==> src/design/dltq_pkg.sv <==
// Package: constants, codes and types of the doubly linked task queue.
package dltq_pkg;

    localparam int MAX_TASKS = 16;
    localparam int TASK_W    = $clog2(MAX_TASKS);
    localparam int LINK_W    = TASK_W + 1;
    localparam int CNT_W     = $clog2(MAX_TASKS + 1);
    localparam int REQ_W     = 2;
    localparam int STAT_W    = 2;

    localparam logic [LINK_W-1:0] NULL_LINK = LINK_W'(MAX_TASKS);

    typedef logic [TASK_W-1:0] t_task;
    typedef logic [LINK_W-1:0] t_link;
    typedef logic [CNT_W-1:0]  t_count;

    typedef enum logic [REQ_W-1:0] {
        REQ_PUSH   = 2'd0,
        REQ_POP    = 2'd1,
        REQ_REMOVE = 2'd2,
        REQ_NOP    = 2'd3
    } t_req;

    typedef enum logic [STAT_W-1:0] {
        ST_OK     = 2'd0,
        ST_EMPTY  = 2'd1,
        ST_DUP    = 2'd2,
        ST_ABSENT = 2'd3
    } t_status;

    typedef enum logic [2:0] {
        S_IDLE,
        S_DECIDE,
        S_PUSH_LINK,
        S_UNLINK,
        S_RESP
    } t_state;

    function automatic logic is_task(t_link l);
        return l < LINK_W'(MAX_TASKS);
    endfunction

endpackage

==> src/design/doubly_linked_task_queue.sv <==
// Top level: task ready-queue kept as a doubly linked list in two link RAMs.
//
// Input channel (i_valid / o_stall): one request per item, i_req_type selects
// push of i_task_id at the tail, pop of the head, or removal of i_task_id from
// anywhere in the list. Code 3 is a no-op.
// Output channel (o_valid / i_stall): one result per request with the popped
// task, a status (ok, empty, duplicate push, absent task) and the count after
// the request.
// A request accepted in S_IDLE goes to S_DECIDE, then straight to S_RESP
// (reject, empty pop, no-op, push into an empty queue) or through S_PUSH_LINK
// (push behind a tail) or S_UNLINK (pop, remove); S_RESP loads the result
// into the output register. The next request is taken at the edge after the
// result enters the output register. The registered read of the link RAMs
// and the second write into the next-link RAM on a push call for these states.
// Reset (synchronous, i_rst_n low) empties the queue and clears all
// membership bits; the link RAMs need no clearing since an entry is always
// written by its push before it is read.
// A stalled result holds in the output register; a finished request then
// waits for the slot and the input stays stalled.
module doubly_linked_task_queue (
    input  logic                   i_clk,
    input  logic                   i_rst_n,
    input  logic                   i_valid,
    output logic                   o_stall,
    input  logic [1:0]             i_req_type,
    input  logic [3:0]             i_task_id,
    output logic                   o_valid,
    input  logic                   i_stall,
    output logic [3:0]             o_popped_task,
    output logic                   o_popped_valid,
    output logic [1:0]             o_status,
    output logic [4:0]             o_queue_count
);
    import dltq_pkg::*;

    t_state  r_state, n_state;
    t_req    r_req, n_req;
    t_task   r_task, n_task;
    t_task   r_target, n_target;
    t_link   r_head, n_head;
    t_link   r_tail, n_tail;
    t_count  r_count, n_count;
    logic [MAX_TASKS-1:0] r_member, n_member;

    t_task   r_res_task, n_res_task;
    logic    r_res_pvalid, n_res_pvalid;
    t_status r_res_status, n_res_status;

    logic    r_o_valid, n_o_valid;
    t_task   r_o_task, n_o_task;
    logic    r_o_pvalid, n_o_pvalid;
    t_status r_o_status, n_o_status;
    t_count  r_o_count, n_o_count;

    logic  nx_we, pv_we;
    t_task nx_waddr, pv_waddr, rd_addr;
    t_link nx_wdata, pv_wdata, nx_rdata, pv_rdata;

    dltq_ram #(.WIDTH(LINK_W), .DEPTH(MAX_TASKS)) u_next_ram (
        .i_clk   (i_clk),
        .i_we    (nx_we),
        .i_waddr (nx_waddr),
        .i_wdata (nx_wdata),
        .i_raddr (rd_addr),
        .o_rdata (nx_rdata)
    );

    dltq_ram #(.WIDTH(LINK_W), .DEPTH(MAX_TASKS)) u_prev_ram (
        .i_clk   (i_clk),
        .i_we    (pv_we),
        .i_waddr (pv_waddr),
        .i_wdata (pv_wdata),
        .i_raddr (rd_addr),
        .o_rdata (pv_rdata)
    );

    assign rd_addr = (r_req == REQ_POP) ? r_head[TASK_W-1:0] : r_task;

    always_ff @(posedge i_clk) begin
        if (!i_rst_n) begin
            r_state   <= S_IDLE;
            r_head    <= NULL_LINK;
            r_tail    <= NULL_LINK;
            r_count   <= '0;
            r_member  <= '0;
            r_o_valid <= 1'b0;
        end else begin
            r_state   <= n_state;
            r_head    <= n_head;
            r_tail    <= n_tail;
            r_count   <= n_count;
            r_member  <= n_member;
            r_o_valid <= n_o_valid;
        end
        r_req        <= n_req;
        r_task       <= n_task;
        r_target     <= n_target;
        r_res_task   <= n_res_task;
        r_res_pvalid <= n_res_pvalid;
        r_res_status <= n_res_status;
        r_o_task     <= n_o_task;
        r_o_pvalid   <= n_o_pvalid;
        r_o_status   <= n_o_status;
        r_o_count    <= n_o_count;
    end

    always_comb begin
        n_state      = r_state;
        n_req        = r_req;
        n_task       = r_task;
        n_target     = r_target;
        n_head       = r_head;
        n_tail       = r_tail;
        n_count      = r_count;
        n_member     = r_member;
        n_res_task   = r_res_task;
        n_res_pvalid = r_res_pvalid;
        n_res_status = r_res_status;
        n_o_valid    = r_o_valid && i_stall;
        n_o_task     = r_o_task;
        n_o_pvalid   = r_o_pvalid;
        n_o_status   = r_o_status;
        n_o_count    = r_o_count;
        nx_we        = 1'b0;
        nx_waddr     = r_task;
        nx_wdata     = NULL_LINK;
        pv_we        = 1'b0;
        pv_waddr     = r_task;
        pv_wdata     = r_tail;

        case (r_state)
            S_IDLE: begin
                if (i_valid) begin
                    n_req        = t_req'(i_req_type);
                    n_task       = i_task_id;
                    n_res_task   = '0;
                    n_res_pvalid = 1'b0;
                    n_res_status = ST_OK;
                    n_state      = S_DECIDE;
                end
            end
            S_DECIDE: begin
                n_state = S_RESP;
                case (r_req)
                    REQ_PUSH: begin
                        if (r_member[r_task]) begin
                            n_res_status = ST_DUP;
                        end else begin
                            nx_we = 1'b1;
                            pv_we = 1'b1;
                            if (is_task(r_tail)) begin
                                n_state = S_PUSH_LINK;
                            end else begin
                                n_head           = LINK_W'(r_task);
                                n_tail           = LINK_W'(r_task);
                                n_member[r_task] = 1'b1;
                                n_count          = r_count + 1'b1;
                            end
                        end
                    end
                    REQ_POP: begin
                        if (!is_task(r_head)) begin
                            n_res_status = ST_EMPTY;
                        end else begin
                            n_target     = r_head[TASK_W-1:0];
                            n_res_task   = r_head[TASK_W-1:0];
                            n_res_pvalid = 1'b1;
                            n_state      = S_UNLINK;
                        end
                    end
                    REQ_REMOVE: begin
                        if (!r_member[r_task]) begin
                            n_res_status = ST_ABSENT;
                        end else begin
                            n_target = r_task;
                            n_state  = S_UNLINK;
                        end
                    end
                    default: begin
                        n_state = S_RESP;
                    end
                endcase
            end
            S_PUSH_LINK: begin
                nx_we            = 1'b1;
                nx_waddr         = r_tail[TASK_W-1:0];
                nx_wdata         = LINK_W'(r_task);
                n_tail           = LINK_W'(r_task);
                n_member[r_task] = 1'b1;
                n_count          = r_count + 1'b1;
                n_state          = S_RESP;
            end
            S_UNLINK: begin
                if (r_head == LINK_W'(r_target)) begin
                    n_head = nx_rdata;
                end
                if (r_tail == LINK_W'(r_target)) begin
                    n_tail = pv_rdata;
                end
                nx_we              = is_task(pv_rdata);
                nx_waddr           = pv_rdata[TASK_W-1:0];
                nx_wdata           = nx_rdata;
                pv_we              = is_task(nx_rdata);
                pv_waddr           = nx_rdata[TASK_W-1:0];
                pv_wdata           = pv_rdata;
                n_member[r_target] = 1'b0;
                n_count            = r_count - 1'b1;
                n_state            = S_RESP;
            end
            S_RESP: begin
                if (!r_o_valid || !i_stall) begin
                    n_o_valid  = 1'b1;
                    n_o_task   = r_res_task;
                    n_o_pvalid = r_res_pvalid;
                    n_o_status = r_res_status;
                    n_o_count  = r_count;
                    n_state    = S_IDLE;
                end
            end
            default: begin
                n_state = S_IDLE;
            end
        endcase
    end

    assign o_stall        = (r_state != S_IDLE);
    assign o_valid        = r_o_valid;
    assign o_popped_task  = r_o_task;
    assign o_popped_valid = r_o_pvalid;
    assign o_status       = r_o_status;
    assign o_queue_count  = r_o_count;

endmodule

==> src/design/dltq_ram.sv <==
// Generic single-write, single-read RAM with registered read data.
module dltq_ram #(
    parameter int WIDTH = 8,
    parameter int DEPTH = 16
) (
    input  logic                     i_clk,
    input  logic                     i_we,
    input  logic [$clog2(DEPTH)-1:0] i_waddr,
    input  logic [WIDTH-1:0]         i_wdata,
    input  logic [$clog2(DEPTH)-1:0] i_raddr,
    output logic [WIDTH-1:0]         o_rdata
);

    logic [WIDTH-1:0] r_mem [DEPTH];
    logic [WIDTH-1:0] r_rdata;

    always_ff @(posedge i_clk) begin
        if (i_we) begin
            r_mem[i_waddr] <= i_wdata;
        end
        r_rdata <= r_mem[i_raddr];
    end

    assign o_rdata = r_rdata;

endmodule

==> config.mk <==
export PLATFORM = sky130hd
export DESIGN_NAME = doubly_linked_task_queue
export DESIGN_NICKNAME = d
export VERILOG_FILES = /design/src/design/dltq_pkg.sv /design/src/design/doubly_linked_task_queue.sv /design/src/design/dltq_ram.sv
export SDC_FILE = /design/constraint.sdc
export NUM_CORES = 1
export LEC_CHECK = 0
export BUFFER_PORTS_ARGS = -buffer_cell sky130_fd_sc_hd__clkbuf_2
export CAP_MARGIN = 40
export CORE_ASPECT_RATIO = 0.5
export CORE_MARGIN = 8
export CORE_UTILIZATION = 30
export CTS_CLUSTER_DIAMETER = 60
export DETAILED_ROUTE_END_ITERATION = 8
export PLACE_DENSITY = 0.42
export REMOVE_ABC_BUFFERS = 1
export SYNTH_ARGS = -nofsm -noshare
export SYNTH_HDL_FRONTEND = slang
export SYNTH_SLANG_ARGS = --single-unit
==> constraint.sdc <==
create_clock -name i_clk -period 3.15 [get_ports i_clk]
set_input_delay 0.315 -clock i_clk [delete_from_list [all_inputs] [get_ports i_clk]]
set_output_delay 0.315 -clock i_clk [all_outputs]
set_load 0.05 [all_outputs]
==> reports/results.tsv <==
stage	metric	value	unit
run_status	run status	complete, no violations	
hold_path	hold depth	3	
route	TritonRoute pass-1 iters	5	
grt	pin count of the biggest net entering global routing	41	
power_and_ir_drop	Total Power	6.678	mW
clock_network	postcts setup bufs	0	
grt	total track usage	12.31	%
place	RePlAce Congestion	0.7968	
yosys	Ys Warns	0	
grt	antenna violations before repair	0	
yosys	number of synthesized flops with an enable pin	189	
clock_network	Post-CTS Resized	0	
hold_path	Min-Delay Path Class	primary input to register	
route	Post-Route WL	25280	microns
layout	Final Instance Area	0.01202	sq mm
floorplanning	die area	0.04045	sq mm
setup_path	path type of the worst setup path	register to register	
sta	count of final setup violators	0	
route	post-route ant nets	0	
layout	area occupied by multi-input gates	0.003349	sq mm
setup_path	slowest stage delay, CP	0.54	ns
yosys	sequential element share of the synthesized area	64.59	%
clock_network	Skew-Pair Late Insertion Delay	0.53	ns
layout	FF+latch area	0.006576	sq mm
hold_path	min-delay src	i_stall	
layout	commonest non-fill, non-tap cell in the layout	edfxtp_1	
sta	fmax	355.4	MHz
yosys	Primary FF master, synth	edfxtp_1	
layout	fillcell total	3175	
setup_path	setup slack, reg-to-reg	0.34	ns
sta	Setup Skew	0.01471	ns
hold_path	hold worst-path end	o_valid	
clock_network	Max clock buf depth	3	
layout	fin nets	800	
grt	grt total ovfl	0	
yosys	post-synthesis average cell area	14.46	sq um
sta	Final WS setup	0.3361	ns
sta	setup_tns	0	ns
floorplanning	Initial Util	30.65	%
clock_network	CTS Sinks	234	
power_and_ir_drop	Worst VDD drop	384.9	uV
yosys	Yosys cell types	53	
sta	Slew Limit Fails	0	
layout	most frequent cells in the layout	edfxtp_1 (189), nand2_1 (100), buf_4 (67)	
layout	share of cells above drive strength 1	24.91	%
clock_network	Post-CTS Hold Fix Bufs	4	
route	drt via density	4.878	
setup_path	CP Data Arrival Time	3.20	ns
clock_network	H-tree level count	1	
floorplanning	Die X	276.5	microns
setup_path	RR Endpoint	u_prev_ram.o_rdata[1]	
clock_network	CTS buffer count	23	
setup_path	Worst setup EP type	register	
place	placed cell count	1194	
sta	worst relative slew slack	54.12	%
setup_path	Critical Path Start Type	register	
sta	RSZ-0062 raised after global routing	false	
grt	first-pass GRT wire length	38950	microns
route	DRC	0	
floorplanning	cell row count	47	
sta	final hold violations	0	
place	DP HPWL	17830	microns
yosys	ys async rst share	0	%
sta	fin crit period	2.814	ns
clock_network	clock transition at the registers of the reported paths	0.07	ns
clock_network	CTS root buf	clkbuf_16	
power_and_ir_drop	Cell Pwr Density	555.6	mW/mm^2
yosys	Post-Syn Area	0.01018	sq mm
layout	Layout Cells excl Fill	1240	
layout	area delta synth->final	18.04	%
sta	Slew @ Worst Pin	0.6861	ns
flow_run	max-capacitance violation count	0	
setup_path	Slowest-stage cell, CP	mux4_2	
yosys	Yosys reg bits	234	
setup_path	critical path data required time	3.54	ns
place	DP Worst Slack	0.3024	ns
route	wire per inst	20.39	microns
clock_network	CTS tree	built	
power_and_ir_drop	Leak Pwr	4.000	nW
layout	ant diodes	0	
sta	Final period util	89.33	%
setup_path	critical-path cell list	inv_1 -> ha_1 -> mux2i_4 -> buf_12 -> mux4_2 -> and2_1 -> a211oi_1 -> a31oi_1	
grt	vias in the first global route	6217	
setup_path	Reg2Reg Launch Point	r_req[1]	
floorplanning	Die Y	146.3	microns
route	initial drt markers	473	
place	port bufs	23	
floorplanning	Core Box Area	0.03323	sq mm
yosys	Mapped Cells	704	
setup_path	R2R depth	8	
setup_path	crit-path max FO	40	
route	DR vias	6049	
floorplanning	IO Count	24	
place	DP Area	0.01120	sq mm
==> report_power, final <==
part,total (mW),internal [mW],switching [mW]
clock,2.87,1.69,1.18
combinational,0.410,0.164,0.246
sequential,3.39,3.35,0.0428
==> Yosys cell counts, types with 8 or more instances <==
master	n	area [sq um]
inv_1	16	60.06
o211ai_1	12	90.09
mux2i_1	16	160.2
dfxtp_1	45	900.9
nand2_1	100	375.4
mux2_2	12	135.1
xor2_1	9	78.83
and2_1	16	100.1
a21oi_1	15	75.07
nor3_1	8	40.04
nor2_1	41	153.9
nand3b_1	9	67.56
edfxtp_1	189	5675
clkbuf_1	24	90.09
mux4_2	44	991.0
a31oi_1	11	68.82
buf_2	12	60.06
o21ai_1	13	65.06
a211oi_1	15	112.6
==> final cells by class <==
type	instances	area share (%)
inverter	16	0.4997
sequential	234	54.72
clock buffer	32	5.403
tap	441	4.591
multi-input combinational	411	27.87
clock inverter	10	1.114
timing repair buffer	96	5.809
==> registers in the layout, summed over array words and instances, names as in the netlist, 5 cells and up <==
register            count
u_next_ram.r_mem       80
u_prev_ram.r_mem       80
r_member               16
u_next_ram.o_rdata      5
u_prev_ram.o_rdata      5
r_head                  5
o_queue_count           5
r_tail                  5
r_count                 5
==> per-stage QoR <==
step                      utilization, %  hold slack (ns)
after floorplan                        -           0.4003
after global placement             33.63           0.4004
after detailed placement           33.70           0.4045
after CTS                          36.17          0.02917
after global routing               36.17          0.02675
final                              36.17          0.04802
==> logic make-up (layout without fill, tap and decap cells) <==
group	Yosys count	after routing	share of synthesized area (%)
AND/OR/NAND/NOR	205	205	9.253
XOR/XNOR	11	11	0.9463
buffers and inverters	59	154	2.765
adder cells (fa/ha/maj)	8	8	1.057
multiplexers	76	76	13.36
flip-flops	234	234	64.59
AO/OA/AOI/OAI	111	111	8.036
==> metal layers <==
layer  vias to the layer above  GRT usage [%]  wire length (microns)
met2                       122          18.33                  10850
met1                      3050          18.30                  12810
met5                         -              0                      0
met3                        35          2.163                   1071
met4                         0          3.096                    556
li1                       2842              -                      -
==> critical path, delay by kind of cell, from the launching register on <==
| kind | cells | cell delay, ns |
|---|---|---|
| AO/OA/AOI/OAI | 2 | 0.40 |
| adder cells (fa/ha/maj) | 1 | 0.37 |
| buffers and inverters | 2 | 0.42 |
| flip-flops | 1 | 0.42 |
| multiplexers | 2 | 0.86 |
| AND/OR/NAND/NOR | 1 | 0.16 |
==> worst max path at each step <==
| stage | slack, ns | endpoint | cells after the start | startpoint |
|---|---|---|---|---|
| final | 0.34 | u_prev_ram.o_rdata[1] | 8 | r_req[1] |
| after global routing | 0.10 | u_prev_ram.o_rdata[3] | 8 | r_req[1] |
| after CTS | 0.28 | u_prev_ram.o_rdata[1] | 8 | r_req[1] |
| after detailed placement | 0.30 | u_prev_ram.o_rdata[0] | 8 | r_req[1] |
| after global placement | 0.32 | u_prev_ram.o_rdata[0] | 8 | r_req[1] |
| after floorplan | -1.31 | u_next_ram.o_rdata[0] | 7 | r_req[1] |
(Power assumes the default switching activity.)
